--- src/oaht_ram.sv ---
// Generic single-port-write, one-read synchronous RAM with registered read data.
// Depends on nothing.
module oaht_ram #(
  parameter int W = 32,
  parameter int N = 64,
  parameter int AW = 6
) (
  input  logic          clk,
  input  logic          we,
  input  logic [AW-1:0] waddr,
  input  logic [W-1:0]  wdata,
  input  logic [AW-1:0] raddr,
  output logic [W-1:0]  rdata
);
  logic [W-1:0] mem [N];
  always_ff @(posedge clk) begin
    if (we) mem[waddr] <= wdata;
    rdata <= mem[raddr];
  end
endmodule

--- config.mk ---
export PLATFORM = sky130hd
export DESIGN_NAME = oaht_ram
export DESIGN_NICKNAME = d
export VERILOG_FILES = /design/src/oaht_ram.sv
export SDC_FILE = /design/constraint.sdc
export NUM_CORES = 2
export LEC_CHECK = 0
export ABC_AREA = 1
export BUFFER_PORTS_ARGS = -buffer_cell sky130_fd_sc_hd__buf_2
export CAP_MARGIN = 0
export CORE_MARGIN = 3
export CORE_UTILIZATION = 55
export CTS_CLUSTER_DIAMETER = 200
export DETAILED_ROUTE_END_ITERATION = 10
export PLACE_DENSITY = 0.71
export REMOVE_ABC_BUFFERS = 1
export SLEW_MARGIN = 40
export SYNTH_ARGS = -nofsm -noshare
export SYNTH_HDL_FRONTEND = slang
export SYNTH_SLANG_ARGS = --single-unit
--- constraint.sdc ---
create_clock -name clk -period 7.67 [get_ports clk]
set_input_delay 0.3835 -clock clk [delete_from_list [all_inputs] [get_ports clk]]
set_output_delay 0.3835 -clock clk [all_outputs]
set_load 0.05 [all_outputs]
==> run_results.csv <==
group,metric,value,unit
worst_setup_path,cp.required,8.43,ns
synth,yosys_warnings,0,
routing,drc,0,
worst_setup_path,slowest_delay,0.50,ns
worst_setup_path,worst_setup_path_end_kind,"flip-flop",
routing,drt-total-wl,232800,um
clock_network,cts_resized,0,
pwr,seq_power_share,54.3,%
pwr,peakVddDrop,253.0,uV
routing,wl_per_cell,26.12,um
synth,ys_seq_area_share,75.10,%
synth,synth_top_area_cell,"edfxtp_1",
grt,overflow,0,
final_layout,instances_no_fill,8912,
sta,rsz0062_at_grt,"no",
worst_setup_path,criticalPathCategory,"in -> reg",
synth,synth_async_sr_flop_share,0,%
pwr,p_leak,0.03200,uW
floorplan,coreArea,0.1485,sq mm
pwr,internal-power,17970,uW
final_layout,areaGrowthSynthToFinish,10.53,%
synth,synth_enable_flop_cells,2048,
sta,slew_viol_final,0,
worst_setup_path,cp.buffers_inverters,4,
synth,muxShareOfSynthArea,0,%
pwr,combPwrFrac,6.3,%
routing,firstDrtPassIters,6,
clock_network,clk_latency,0.84,ns
synth,synth_xor_xnor_area_share,0,%
placed_design,dp_hpwl,113300,um
final_layout,fin_util,61.56,%
synth,ys_seq_elements,2080,
floorplan,die-area,0.1551,sq mm
final_layout,design_area,0.09145,sq mm
worst_setup_path,critPathMaxFanout,156,
sta,fin_crit,3.149,ns
floorplan,die_w,393.9,um
routing,ant_nets,0,
floorplan,initial_core_util,55.70,%
synth,ys_top_cells_by_count,"nand2_1, edfxtp_1, nand3_1",
clock_network,tritoncts,"done",
final_layout,drive_gt1_share,7.959,%
worst_setup_path,arrival,3.91,ns
worst_setup_path,crit_slowest_cell,"buf_12",
sta,max-slew-margin-rel,34.26,%
placed_design,io_buffers,77,
pwr,switching_share,22.73,%
synth,yosysMostFrequentCell,"nand2_1",
sta,setup_violations,0,
synth,syn_area_per_cell,12.22,sq um
synth,syn-instance-count,6769,
grt,antenna_found_initial,14,
placed_design,place.gp.congestion,0.8179,
sta,worstMarginPinSlew,0.9861,ns
pwr,powerDensity,254.3,mW/mm^2
floorplan,ios,78,
pwr,power_frac_clock,39.4,%
worst_setup_path,critPathTopFamily,"buffers and inverters",
outcome,status,"finished clean",
synth,synth-compound-area-share,0,%
synth,synth.area.top_cells,"edfxtp_1, nand3_1, nand2_1",
grt,grt_pass1_vias,51720,
sta,whs,0.09705,ns
grt,track_usage,29.49,%
clock_network,clkTransAtPathRegs,0.07,ns
worst_setup_path,path_cells,"buf_8 > buf_12 > buf_12 > buf_16 > nand2_1 > nand3_1 > nand3_1 > nand2_1 > nand2_1 > nand3_1 > nand3_1 > nand2_1",
placed_design,post_dp_cell_area,0.08522,sq mm
synth,netlist_area,0.08274,sq mm
placed_design,post-place-cells,8530,
routing,drt_iter0_drc,8555,
final_layout,nets,6783,
floorplan,dieHeight,393.9,um
clock_network,cts-hold-fix-buffers,0,
sta,hold_viol,0,
clock_network,numCtsBuffers,197,
floorplan,rows,141,
sta,fmax,317.5,MHz
flow_run,cap_viol_max_count,0,
synth,synthDistinctLibCells,16,
clock_network,htree_levels,4,
sta,period_share,41.06,%
routing,vias,54783,
synth,synth_top_family_by_area,"simple AND/OR/NAND/NOR gates",
sta,fin_skew,0.02937,ns
pwr,switchingPower,5288,uW
clock_network,cts-root-buf,"clkbuf_16",
clock_network,cts.sinks,2080,
synth,synthFlopType,"edfxtp_1",
routing,viasPerCell,6.147,
clock_network,cts_setup_buffers,0,
grt,grt_max_degree,181,
synth,synthAdderAreaFrac,0,%
clock_network,clockBufferDepth,3,
grt,grt_pass1_wl,338200,um
synth,yosys.area_share.simple,22.12,%
synth,synth_top_area_share,74.33,%
worst_setup_path,critPathLaunchType,"primary input",
sta,setup-tns-final,0,ns
worst_hold_path,min_path_type,"in -> reg",
## metrics by stage
stage / power (uW) / setup WS (ns)
floorplan: 13590 / 1.751
global placement: 14270 / 3.948
detailed placement: 14310 / 3.896
CTS: 23270 / 4.767
global route: 23890 / 4.499
finish: 23260 / 4.521
## per-layer routing
layer  GRT usage, %  wire length (um)  vias to the layer above
met1          40.55             87270                    26785
li1               -                 -                    24064
met2          46.41            108800                     3418
met3          6.023             26610                      510
met4          12.20             10040                        6
met5              0                55                        -
## placed cells by master, fill, tap and decap left out, types with 7 or more instances in the layout
cell type | synthesis | final
nand2_1 | 2248 | 2248
edfxtp_1 | 2048 | 2048
nand3_1 | 1907 | 1905
clkbuf_16 | 0 | 202
buf_4 | 45 | 124
buf_2 | 282 | 59
nor2_4 | 0 | 56
clkinv_1 | 0 | 51
clkbuf_1 | 77 | 50
clkinv_2 | 0 | 33
dfxtp_1 | 32 | 32
buf_12 | 0 | 15
diode_2 | 0 | 12
nand4_1 | 9 | 9
buf_6 | 3 | 9
bufinv_16 | 0 | 7
## sequential cells by signal, summed over array words and instances, names as in the netlist
signal,cells
rdata,32
mem,2048
## cell families after synthesis
| kind of cell | count (synthesis) |
|---|---|
| flops | 2080 |
| simple gates | 4228 |
| buf+inv | 461 |
## worst paths after layout
path | depth (start not counted) | to | start | slack [ns]
min | 2 | mem[50][15] | wdata[15] | 0.1
max | 12 | rdata[4] | raddr[0] | 4.52
max reg2reg | 8 | rdata[5] | mem[55][5] | 5.85
min reg2reg | 8 | rdata[27] | mem[26][27] | 0.79
## power by group through the flow
stage | Sequential (uW) | Clock, uW | Combinational (uW)
final | 12600 | 9150 | 1480
after floorplan | 12900 | 0 | 670
after global placement | 12900 | 0 | 1400
after detailed placement | 12900 | 0 | 1440
after CTS | 12600 | 9200 | 1450
after global routing | 12600 | 9680 | 1580
## final cells by class
class,instances,area (sq um)
Antenna cell,12,30.03
Clock buffer,254,5259
Clock inverter,106,740.7
Fill cell,11232,57100
Inverter,12,82.58
Multi-Input combinational cell,4228,18810
Sequential cell,2080,62140
Tap cell,2002,2505
Timing Repair Buffer,218,1878
(Power assumes the default switching activity.)
