$ cat src/oaht_pkg.sv
// Shared types and constants of the open-address hash table unit.
// Depends on nothing.
package oaht_pkg;
  localparam int KeyW   = 16;
  localparam int ValW   = 16;
  localparam int Depth  = 64;
  localparam int AddrW  = 6;

  typedef enum logic [2:0] {
    ST_FOUND    = 3'd0,
    ST_NOTFOUND = 3'd1,
    ST_INSERTED = 3'd2,
    ST_DUP      = 3'd3,
    ST_REBUILT  = 3'd4,
    ST_FULL     = 3'd5
  } status_t;

  function automatic logic [5:0] prime_of(input logic [1:0] s);
    case (s)
      2'd0:    prime_of = 6'd11;
      2'd1:    prime_of = 6'd19;
      2'd2:    prime_of = 6'd29;
      default: prime_of = 6'd37;
    endcase
  endfunction
endpackage

$ cat src/oaht_modp.sv
// Iterative reduction of a key modulo the current prime, one bit per cycle.
// Depends on oaht_pkg.
module oaht_modp
  import oaht_pkg::*;
(
  input  logic            clk,
  input  logic            rst_n,
  input  logic            start,
  input  logic [KeyW-1:0] key,
  input  logic [5:0]      m,
  output logic            done,
  output logic [5:0]      rem
);
  logic [KeyW-1:0] sh_r;
  logic [6:0]      rem_r;
  logic [4:0]      cnt_r;
  logic            busy_r;
  logic [6:0]      t;

  assign t    = {rem_r[5:0], sh_r[KeyW-1]};
  assign done = busy_r && (cnt_r == 5'd0);
  assign rem  = rem_r[5:0];

  always_ff @(posedge clk) begin
    if (!rst_n) begin
      busy_r <= 1'b0;
      cnt_r  <= '0;
    end else if (start) begin
      busy_r <= 1'b1;
      sh_r   <= key;
      rem_r  <= '0;
      cnt_r  <= 5'(KeyW);
    end else if (busy_r && cnt_r != 5'd0) begin
      sh_r  <= {sh_r[KeyW-2:0], 1'b0};
      rem_r <= (t >= {1'b0, m}) ? t - {1'b0, m} : t;
      cnt_r <= cnt_r - 5'd1;
    end else begin
      busy_r <= 1'b0;
    end
  end
endmodule

$ cat config.mk
export PLATFORM = sky130hd
export DESIGN_NAME = oaht_modp
export DESIGN_NICKNAME = d
export VERILOG_FILES = /design/src/oaht_pkg.sv /design/src/oaht_modp.sv
export SDC_FILE = /design/constraint.sdc
export NUM_CORES = 1
export LEC_CHECK = 0
export ABC_CLOCK_PERIOD_IN_PS = 3080
export BUFFER_PORTS_ARGS = -buffer_cell sky130_fd_sc_hd__buf_2
export CAP_MARGIN = 20
export CORE_ASPECT_RATIO = 0.5
export CORE_MARGIN = 1.5
export CORE_UTILIZATION = 48
export DETAILED_ROUTE_END_ITERATION = 8
export GPL_TIMING_DRIVEN = 0
export PLACE_DENSITY = 0.74
export RECOVER_POWER = 50
export SYNTH_ARGS = -nofsm -noshare
export SYNTH_HDL_FRONTEND = slang
export SYNTH_SLANG_ARGS = --single-unit
$ cat constraint.sdc
create_clock -name clk -period 3.08 [get_ports clk]
set_input_delay 0.616 -clock clk [delete_from_list [all_inputs] [get_ports clk]]
set_output_delay 0.616 -clock clk [all_outputs]
set_load 0.02 [all_outputs]
==> results of run 1 <==
-- where the power goes --
part           switching, mW  leakage (nW)  internal (mW)
clock network          0.108        0.0288          0.114
logic                 0.0908         0.430         0.0814
registers             0.0124         0.258          0.439
total                  0.211         0.717          0.634
-- worst max-delay path: stages (launching register included) --
cell and delay (ns):
dfxtp_1 0.34, inv_1 0.06, ha_1 0.17, or3b_1 0.37
o21ai_0 0.51, a21boi_2 0.27, buf_8 0.22
-- final cells by class --
cell class	count	area, µm²
Multi-Input combinational cell	81	669
Buffer	2	7.51
Clock buffer	4	55.1
Tap cell	40	50.0
Timing Repair Buffer	32	161
Inverter	10	37.5
Fill cell	274	1220
Sequential cell	28	781
-- cell families after synthesis --
| kind of cell | synth area share, % |
|---|---|
| AOI/OAI and AO/OA | 11.7 |
| xor gates and xnor gates | 2.93 |
| adders and majority gates | 8.03 |
| buffers and inverters | 3.09 |
| DFF | 52.2 |
| muxes | 12.6 |
| and+or+nand+nor | 9.45 |
-- path summary, 6_finish.rpt --
| kind | from | end | slack (ns) | depth (start not counted) |
|---|---|---|---|---|
| max reg2reg | cnt_r[0]$_SDFFE_PP0P_ | sh_r[2]$_DFFE_PP_ | 0.90 | 6 |
| min reg2reg | cnt_r[1]$_SDFFE_PP0P_ | cnt_r[1]$_SDFFE_PP0P_ | 0.53 | 2 |
| max | cnt_r[0]$_SDFFE_PP0P_ | sh_r[2]$_DFFE_PP_ | 0.90 | 6 |
| min | cnt_r[1]$_SDFFE_PP0P_ | cnt_r[1]$_SDFFE_PP0P_ | 0.53 | 2 |
-- layer usage --
layer  vias to the layer above  track usage, %  share of wire (%)
met5                         -               0                  0
met4                         0            3.73                  0
met3                         0            4.57                3.9
met2                        19            29.7                 48
met1                       460            18.7                 48
li1                        508               -                  -
-- cell usage in the layout (no fill, tap or decap), types with 2 or more instances in the layout --
| master | count |
|---|---|
| a21o_1 | 2 |
| o21a_1 | 4 |
| ha_1 | 8 |
| o21ai_0 | 3 |
| mux2i_1 | 2 |
| clkbuf_8 | 4 |
| nand2_1 | 4 |
| mux2_2 | 15 |
| nor2b_1 | 3 |
| nor2_1 | 12 |
| dfxtp_1 | 6 |
| xnor2_1 | 4 |
| buf_2 | 24 |
| a21oi_1 | 3 |
| clkbuf_1 | 9 |
| nand3_1 | 2 |
| a211oi_1 | 2 |
| inv_1 | 10 |
| edfxtp_1 | 22 |
-- Yosys cell counts, drive strengths merged --
library cell,number,share of area (%)
edfxtp,22,44
mux2,15,11
nor2,12,3.0
inv,10,2.5
ha,8,6.7
dfxtp,6,8.0
nand2,5,1.8
o21a,4,2.0
o21ai,4,2.3
xnor2,4,2.3
a211oi,3,1.8
a21oi,3,1.0
nor2b,3,1.3
a21boi,2,1.0
a21o,2,1.0
buf,2,0.58
mux2i,2,1.3
nand2b,2,1.0
nand3,2,0.67
a31oi,1,0.42
and2,1,0.42
fa,1,1.3
nor3,1,0.33
nor4,1,0.42
o22ai,1,0.42
o31a,1,0.59
o32ai,1,1.1
or3b,1,0.59
xor2,1,0.59
-- per-stage QoR --
step	hold WS, ns	util, %	setup TNS [ns]
global route	0.572	59.2	0
CTS	0.531	59.6	0
global placement	0.495	57.1	-11.33
finish	0.526	59.2	0
detailed placement	0.509	57.8	0
floorplan	0.477	-	0
-- registers in the layout, indices dropped and copies added, names as in the netlist --
signal and count:
sh_r 16, rem_r 6, cnt_r 5, busy_r 1
==> impl_metrics.csv, run 1 <==
group,metric,value,unit
clock_tree,cts_hold_buf,0,
clock_tree,cts_buffers,3,
yosys,syn_nets,155,
layout,area_growth_syn_to_layout,17.7,%
route,routed_wl,2410,µm
layout,final_cells,197,
yosys,postSynthAreaPerCell,12.4,µm²
clock_tree,cts_sinks,28,
layout,final_layout_size_suffix_gt1_share,31.8,%
global_routing,overflow,0,
timing,worst_clock_skew,0.00518,ns
route,vias,987,
flow_run,drv_cap,0,
timing,setup_viol,0,
timing,worstMarginPinSlew,0.611,ns
critical_path,cp-end-kind,"flop",
yosys,synth.yosys.seq_area_share,52.2,%
route,avgRoutedWirePerCell,12.2,µm
clock_tree,clock_path_buffers,2,
global_routing,antenna_found_initial,0,
global_routing,track_usage,16.2,%
timing,fin_ws,0.898,ns
timing,grt_setup_unrepaired,"false",
floorplanning,num_io_pins,32,
global_routing,grt_pass1_vias,1028,
route,firstDrtPassIters,4,
clock_tree,htreeDepth,1,
layout,fin_nets,192,
global_routing,grt_pass1_wl,4190,µm
critical_path,worstPathArrival,2.22,ns
clock_tree,clk-insertion-delay-late,0.27,ns
pwr,ir_drop,0.000384,V
placed_design,pre_cts_ws,0.839,ns
route,drt_iter0_markers,41,
placed_design,portBuffers,31,
floorplanning,die_h,42.5,µm
pwr,p_leak,0.717,nW
yosys,ys_ff_latch,28,
clock_tree,post_cts_buffers,0,
layout,stdcell_area,1760,µm²
clock_tree,cts_tree,"done",
critical_path,path_max_fanout,15,
timing,slew_violations,0,
timing,finalHoldViolations,0,
floorplanning,num_rows,14,
critical_path,critical_path_required,3.11,ns
placed_design,dp_hpwl,1860,µm
floorplanning,core,2980,µm²
global_routing,grt_max_degree,16,
clock_tree,cts_resized,0,
route,drc_errors,0,
route,ant_nets,0,
yosys,syn-instance-count,121,
yosys,netlist_area,1500,µm²
timing,min_period_over_period,70.9,%
route,vias_per_cell,5.01,
placed_design,placed_cells,193,
critical_path,setup.worst_path.class,"flop to flop",
timing,finalCriticalPeriod,2.18,ns
timing,slew_headroom,58.8,%
floorplanning,die_w,82.0,µm
floorplanning,initial_core_util,50.3,%
floorplanning,design.die.area,3480,µm²
placed_design,placedInstanceArea,1720,µm²
pwr,p_total,845,µW
timing,clock.fmax,0.458,GHz
yosys,synth_cell_types,35,
critical_path,startpoint_type,"flop",
placed_design,place.gp.congestion,0.743,
run_status,status,"complete, no violations",
yosys,yosysWarnings,0,
pwr,p_per_area,480,nW/µm²
clock_tree,root_buffer,"clkbuf_8",
layout,insertedDiodeCount,0,
clock_tree,clkTransAtPathRegs,0.09,ns
worst_hold_path,hp-class,"flop to flop",
Power figures use the tool's default switching activity.
==> inputs of run 2 (changes only) <==
Settings changed: ABC_CLOCK_PERIOD_IN_PS 3080 to 1900.
Clock period 3.08 ns to 1.9 ns, I/O delays scaled along.
==> run 2 against run 1 <==
Combinational power up 110%. First-iteration DRC count shrank 15%. Largest power group unchanged. Die area is the same. Worst hold slack worse by 0.13 ns. Critical path type unchanged. Sequential share of layout area decreased by 3.7 points. Clock power grew 46%. Highest routed layer is now met4. Utilization rose by 5.3 points. Flip-flop and latch count is the same. Fmax rose by 16%. Total power grew 68%. Largest cell class unchanged. Non-clock buffer count up 6.
==> impl_metrics.csv, run 2 (synthesized netlist as in run 1, its figures left out) <==
group,metric,value,unit
pwr,p_comb_share,25.3,%
route,vias,1040,
timing,finalCriticalPeriod,1.88,ns
pwr,p_leak,0.790,nW
timing,whs,0.401,ns
critical_path,r2r_start,"rem_r[0]$_SDFFCE_PP0P_",
layout,top_register,"sh_r",
pwr,swShare,26.2,%
critical_path,endpoint,"rem_r[5]$_SDFFCE_PP0P_",
pwr,p_per_area,738,nW/µm²
layout,largest_register_ffs,16,
critical_path,crit_family,"compound AO/OA/AOI/OAI gates",
timing,clock.fmax,0.531,GHz
critical_path,setup.worst_path.class,"flop to flop",
route,vias_per_cell,5.10,
global_routing,antenna_found_initial,0,
floorplanning,num_io_pins,32,
clock_tree,root_buffer,"clkbuf_8",
pwr,p_switching,371,µW
route,drc_errors,0,
placed_design,pre_cts_ws,-0.107,ns
layout,top_regs,"sh_r x16, rem_r x6, cnt_r x5",
layout,final_cell_mix,"buf_2, edfxtp_1, mux2_2",
pwr,power_frac_seq,51.7,%
layout,area_growth_syn_to_layout,28.3,%
critical_path,worstPathArrival,1.98,ns
floorplanning,die_h,42.5,µm
timing,setup_viol,0,
clock_tree,clock_path_buffers,2,
timing,fin_ws,0.0165,ns
layout,insertedDiodeCount,0,
timing,finalHoldViolations,0,
critical_path,critPathLaunch,"rem_r[0]$_SDFFCE_PP0P_",
pwr,clkPwrFrac,22.9,%
layout,final_cells,204,
timing,worst_clock_skew,0.00288,ns
critical_path,crit_path_frequent_cell,"o21a_1",
timing,slew_headroom,67.0,%
layout,fin_nets,199,
flow_run,drv_cap,0,
critical_path,crit_path_cell_trace,"ha_4, nor2b_4, o31a_1, o21a_1, o21a_1, o32ai_2",
critical_path,critical_path_required,2.00,ns
layout,final_common_cell,"buf_2",
worst_hold_path,hp-class,"input pin to flop",
placed_design,placedInstanceArea,1730,µm²
layout,post-route-util,64.5,%
critical_path,r2r.worst_path.cells,6,
clock_tree,clk-insertion-delay-late,0.27,ns
clock_tree,cts_tree,"done",
route,routed_wl,2710,µm
layout,final_layout_size_suffix_gt1_share,45.1,%
pwr,ir_drop,0.000430,V
floorplanning,num_rows,14,
clock_tree,cts_buffers,3,
floorplanning,die_w,82.0,µm
layout,stdcell_area,1920,µm²
pwr,internal_power,1.05,mW
clock_tree,clkTransAtPathRegs,0.09,ns
critical_path,path_max_fanout,3,
route,avgRoutedWirePerCell,13.3,µm
critical_path,slowest_stage,"edfxtp_1",
global_routing,grt_pass1_vias,960,
critical_path,startpoint_type,"flop",
floorplanning,design.die.area,3480,µm²
clock_tree,cts_sinks,28,
critical_path,path_depth,6,
timing,grt_setup_unrepaired,"true",
route,drt_iter0_markers,35,
timing,worstMarginPinSlew,0.495,ns
global_routing,grt_pass1_wl,4070,µm
timing,setup-tns-final,0,ns
run_status,status,"complete, no violations",
critical_path,crit-reg2reg-capture,"rem_r[5]$_SDFFCE_PP0P_",
critical_path,cp-end-kind,"flop",
global_routing,track_usage,15.9,%
route,firstDrtPassIters,4,
global_routing,grt_max_degree,16,
floorplanning,core,2980,µm²
route,ant_nets,0,
timing,min_period_over_period,99.1,%
pwr,p_total,1.42,mW
global_routing,overflow,0,
timing,slew_violations,0,
floorplanning,initial_core_util,50.3,%
placed_design,placed_cells,192,
critical_path,cp_slowest_stage_delay,0.49,ns
critical_path,r2r_slack,0.02,ns
placed_design,portBuffers,31,
clock_tree,htreeDepth,1,
critical_path,worst-path-buf-inv,0,
placed_design,place.gp.congestion,0.720,
placed_design,dp_hpwl,1810,µm
clock_tree,cts_hold_buf,0,
## run 2: cell count changes in the layout (fill, tap and decap cells not counted), moves of 2 or more
cell      delta
a211oi_1     -2
a211oi_2     +2
a21boi_4     +2
buf_2        +8
buf_4        +4
clkbuf_1     -8
ha_1         -3
ha_4         +3
## run 2: power groups by stage
stage	Combinational [mW]	Clock [mW]	Sequential [mW]
after global routing	0.394	0.360	0.738
after global placement	0.282	0	0.745
final	0.359	0.325	0.734
after floorplan	0.202	0	0.754
after CTS	0.294	0.337	0.733
after detailed placement	0.287	0	0.747
## run 2: worst min-delay path by stage
| stage | from | endpoint | slack (ns) | cells after the start |
|---|---|---|---|---|
| CTS | key[0] | sh_r[0]$_SDFFCE_PN0P_ | 0.40 | 2 |
| global route | key[0] | sh_r[0]$_SDFFCE_PN0P_ | 0.39 | 2 |
| detailed placement | cnt_r[1]$_SDFFE_PP0P_ | cnt_r[1]$_SDFFE_PP0P_ | 0.50 | 2 |
| global placement | cnt_r[1]$_SDFFE_PP0P_ | cnt_r[1]$_SDFFE_PP0P_ | 0.49 | 2 |
| floorplan | cnt_r[1]$_SDFFE_PP0P_ | cnt_r[1]$_SDFFE_PP0P_ | 0.48 | 2 |
| finish | key[0] | sh_r[0]$_SDFFCE_PN0P_ | 0.40 | 2 |
## run 2: layout make-up
cell class / count / area, µm²
tap: 40 / 50.0
multi-input combinational: 82 / 777
timing repair buffer: 38 / 221
clock buffer: 4 / 45.0
fill: 240 / 1060
buffer: 2 / 8.76
sequential: 28 / 781
inverter: 10 / 37.5
## run 2: routing by layer
layer	up-vias	share of wire (%)	track usage (%)
li1	524	-	-
met1	487	48	20.6
met2	25	47	26.2
met3	4	3.8	4.78
met4	0	0.70	4.07
met5	-	0	0
## run 2: repair_timing
item | in CTS | in global routing
gates cloned | 1 | 0
resized for setup | 0 | 12
hold endpoints to repair | 0 | 0
buffers inserted | 0 | 7
endpoints found under the setup margin | 26 | 17
pin swaps | 3 | 3
==> inputs of run 3 (changes only) <==
Settings changed: CTS_CLUSTER_SIZE set to 40, GPL_TIMING_DRIVEN 0 to unset.
==> run 3 against run 2 <==
Critical path depth stayed put. Utilization is 0.38 points lower. Fmax is 2.9% higher. First-iteration DRC count stayed put. Combinational power is 6.7% lower. Non-clock buffer count is 3 higher. Final cell count is 1.5% higher. Via count is 0.96% higher. Worst setup slack better by 0.052 ns. Sequential share of layout area is 0.24 points higher. Largest power group unchanged. Highest routed layer unchanged.
==> impl_metrics.csv, run 3 (synthesized netlist as in run 1, its figures left out) <==
group,metric,value,unit
critical_path,cp-end-kind,"flop",
critical_path,setup.worst_path.class,"flop to flop",
flow_run,drv_cap,0,
critical_path,r2r_slack,0.07,ns
timing,slew_headroom,74.6,%
timing,setup_viol,0,
route,firstDrtPassIters,4,
layout,final_layout_size_suffix_gt1_share,41.9,%
layout,largest_register_ffs,16,
placed_design,pre_cts_ws,-0.0507,ns
floorplanning,num_io_pins,32,
route,ant_nets,0,
timing,fin_ws,0.0688,ns
floorplanning,num_rows,14,
run_status,status,"complete, no violations",
route,vias_per_cell,5.07,
layout,final_common_cell,"buf_2",
critical_path,startpoint_type,"flop",
timing,worstMarginPinSlew,0.380,ns
pwr,p_leak,0.778,nW
pwr,ir_drop,0.000483,V
worst_hold_path,worstHoldStart,"rst_n",
layout,top_regs,"sh_r x16, rem_r x6, cnt_r x5",
critical_path,r2r.worst_path.cells,6,
floorplanning,core,2980,µm²
critical_path,crit-reg2reg-capture,"rem_r[2]$_SDFFCE_PP0P_",
placed_design,portBuffers,31,
global_routing,track_usage,17.2,%
worst_hold_path,hold-path-cell-count,2,
critical_path,worstPathArrival,1.86,ns
layout,area_growth_syn_to_layout,27.6,%
placed_design,dp_hpwl,1910,µm
critical_path,path_max_fanout,8,
clock_tree,clock_path_buffers,2,
floorplanning,die_h,42.5,µm
worst_hold_path,min_to,"cnt_r[4]$_SDFFE_PN0P_",
route,avgRoutedWirePerCell,12.5,µm
clock_tree,cts_hold_buf,0,
clock_tree,cts_tree,"done",
route,routed_wl,2590,µm
critical_path,slowest_stage,"edfxtp_1",
layout,post-route-util,64.1,%
timing,min_period_over_period,96.4,%
critical_path,worst-path-buf-inv,0,
global_routing,grt_pass1_vias,1060,
route,drc_errors,0,
clock_tree,cts_buffers,3,
floorplanning,die_w,82.0,µm
route,drt_iter0_markers,35,
layout,top_register,"sh_r",
timing,whs,0.390,ns
critical_path,critical_path_required,1.93,ns
route,vias,1050,
pwr,p_per_area,729,nW/µm²
layout,final_cell_mix,"buf_2, edfxtp_1, mux2_2",
pwr,p_total,1.39,mW
layout,fin_nets,202,
floorplanning,initial_core_util,50.3,%
timing,clock.fmax,0.546,GHz
critical_path,r2r_start,"rem_r[3]$_SDFFCE_PP0P_",
layout,insertedDiodeCount,0,
critical_path,crit_family,"compound AO/OA/AOI/OAI gates",
floorplanning,design.die.area,3480,µm²
clock_tree,htreeDepth,1,
placed_design,place.gp.congestion,0.714,
timing,finalHoldViolations,0,
global_routing,grt_max_degree,22,
critical_path,crit_path_cell_trace,"ha_4, a21o_1, a211oi_2, o21ai_4, mux2i_1, nor2_1",
global_routing,grt_pass1_wl,4440,µm
critical_path,cp_slowest_stage_delay,0.44,ns
clock_tree,clkTransAtPathRegs,0.09,ns
clock_tree,post_cts_buffers,0,
clock_tree,cts_sinks,28,
global_routing,antenna_found_initial,0,
clock_tree,root_buffer,"clkbuf_8",
timing,finalCriticalPeriod,1.83,ns
clock_tree,clk-insertion-delay-late,0.27,ns
worst_hold_path,hp-class,"input pin to flop",
timing,worst_clock_skew,0.00396,ns
timing,slew_violations,0,
global_routing,overflow,0,
run 3: cell count changes in the layout (fill, tap and decap cells not counted), moves of 2 or more:
cell | before | now
buf_2 | 32 | 26
buf_4 | 4 | 10
clkbuf_1 | 1 | 6
a211oi_1 | 0 | 2
a211oi_2 | 3 | 1
clkbuf_4 | 0 | 2
run 3: stage by stage:
stage,area [µm²],setup TNS [ns],cells
floorplan,1530,-0.00570,121
global placement,1810,-0.0183,202
detailed placement,1810,-0.0954,202
CTS,1870,0,207
global route,1910,-0.0260,207
finish,1910,0,207
run 3: worst max-delay path by stage:
stage / slack (ns) / end / startpoint / cells past startpoint
detailed placement: -0.05 / rem_r[5]$_SDFFCE_PP0P_ / m[1] / 8
global route: -0.03 / rem_r[2]$_SDFFCE_PP0P_ / sh_r[15]$_DFFE_PP_ / 7
CTS: 0.02 / rem_r[5]$_SDFFCE_PP0P_ / rem_r[0]$_SDFFCE_PP0P_ / 6
floorplan: -0.006 / rem_r[5]$_SDFFCE_PP0P_ / rem_r[0]$_SDFFCE_PP0P_ / 6
finish: 0.07 / rem_r[2]$_SDFFCE_PP0P_ / rem_r[3]$_SDFFCE_PP0P_ / 6
global placement: -0.02 / rem_r[2]$_SDFFCE_PP0P_ / m[4] / 8
run 3: layout make-up:
| cell class | count | area [µm²] |
|---|---|---|
| Sequential cell | 28 | 781 |
| Clock buffer | 4 | 45.0 |
| Fill cell | 256 | 1070 |
| Multi-Input combinational cell | 82 | 757 |
| Tap cell | 40 | 50.0 |
| Timing Repair Buffer | 43 | 239 |
| Inverter | 10 | 37.5 |
run 3: what timing repair did:
item                                   in CTS  in global routing
gates cloned                                1                  0
gates resized for setup                     0                  5
endpoints found under the hold margin       0                  0
pin swaps                                   1                  2
setup endpoints to repair                  22                 16
run 3: where the power goes:
part           switching [mW]  internal (mW)  total (mW)  leakage (nW)
logic                   0.162          0.173       0.335         0.497
clock network           0.174          0.150       0.324        0.0228
registers              0.0214          0.711       0.733         0.258
run 3: layer usage:
| layer | track usage [%] | wire length, µm | vias up |
|---|---|---|---|
| li1 | - | - | 532 |
| met1 | 20.9 | 1230 | 499 |
| met2 | 31.0 | 1250 | 17 |
| met3 | 4.57 | 85 | 2 |
| met4 | 3.05 | 19 | 0 |
| met5 | 0 | 0 | - |
run 3: worst register-to-register path, stage by stage (launching register included):
cell and delay, ns:
edfxtp_1 0.44, ha_4 0.25, a21o_1 0.18, a211oi_2 0.29, o21ai_4 0.16, mux2i_1 0.21, nor2_1 0.05
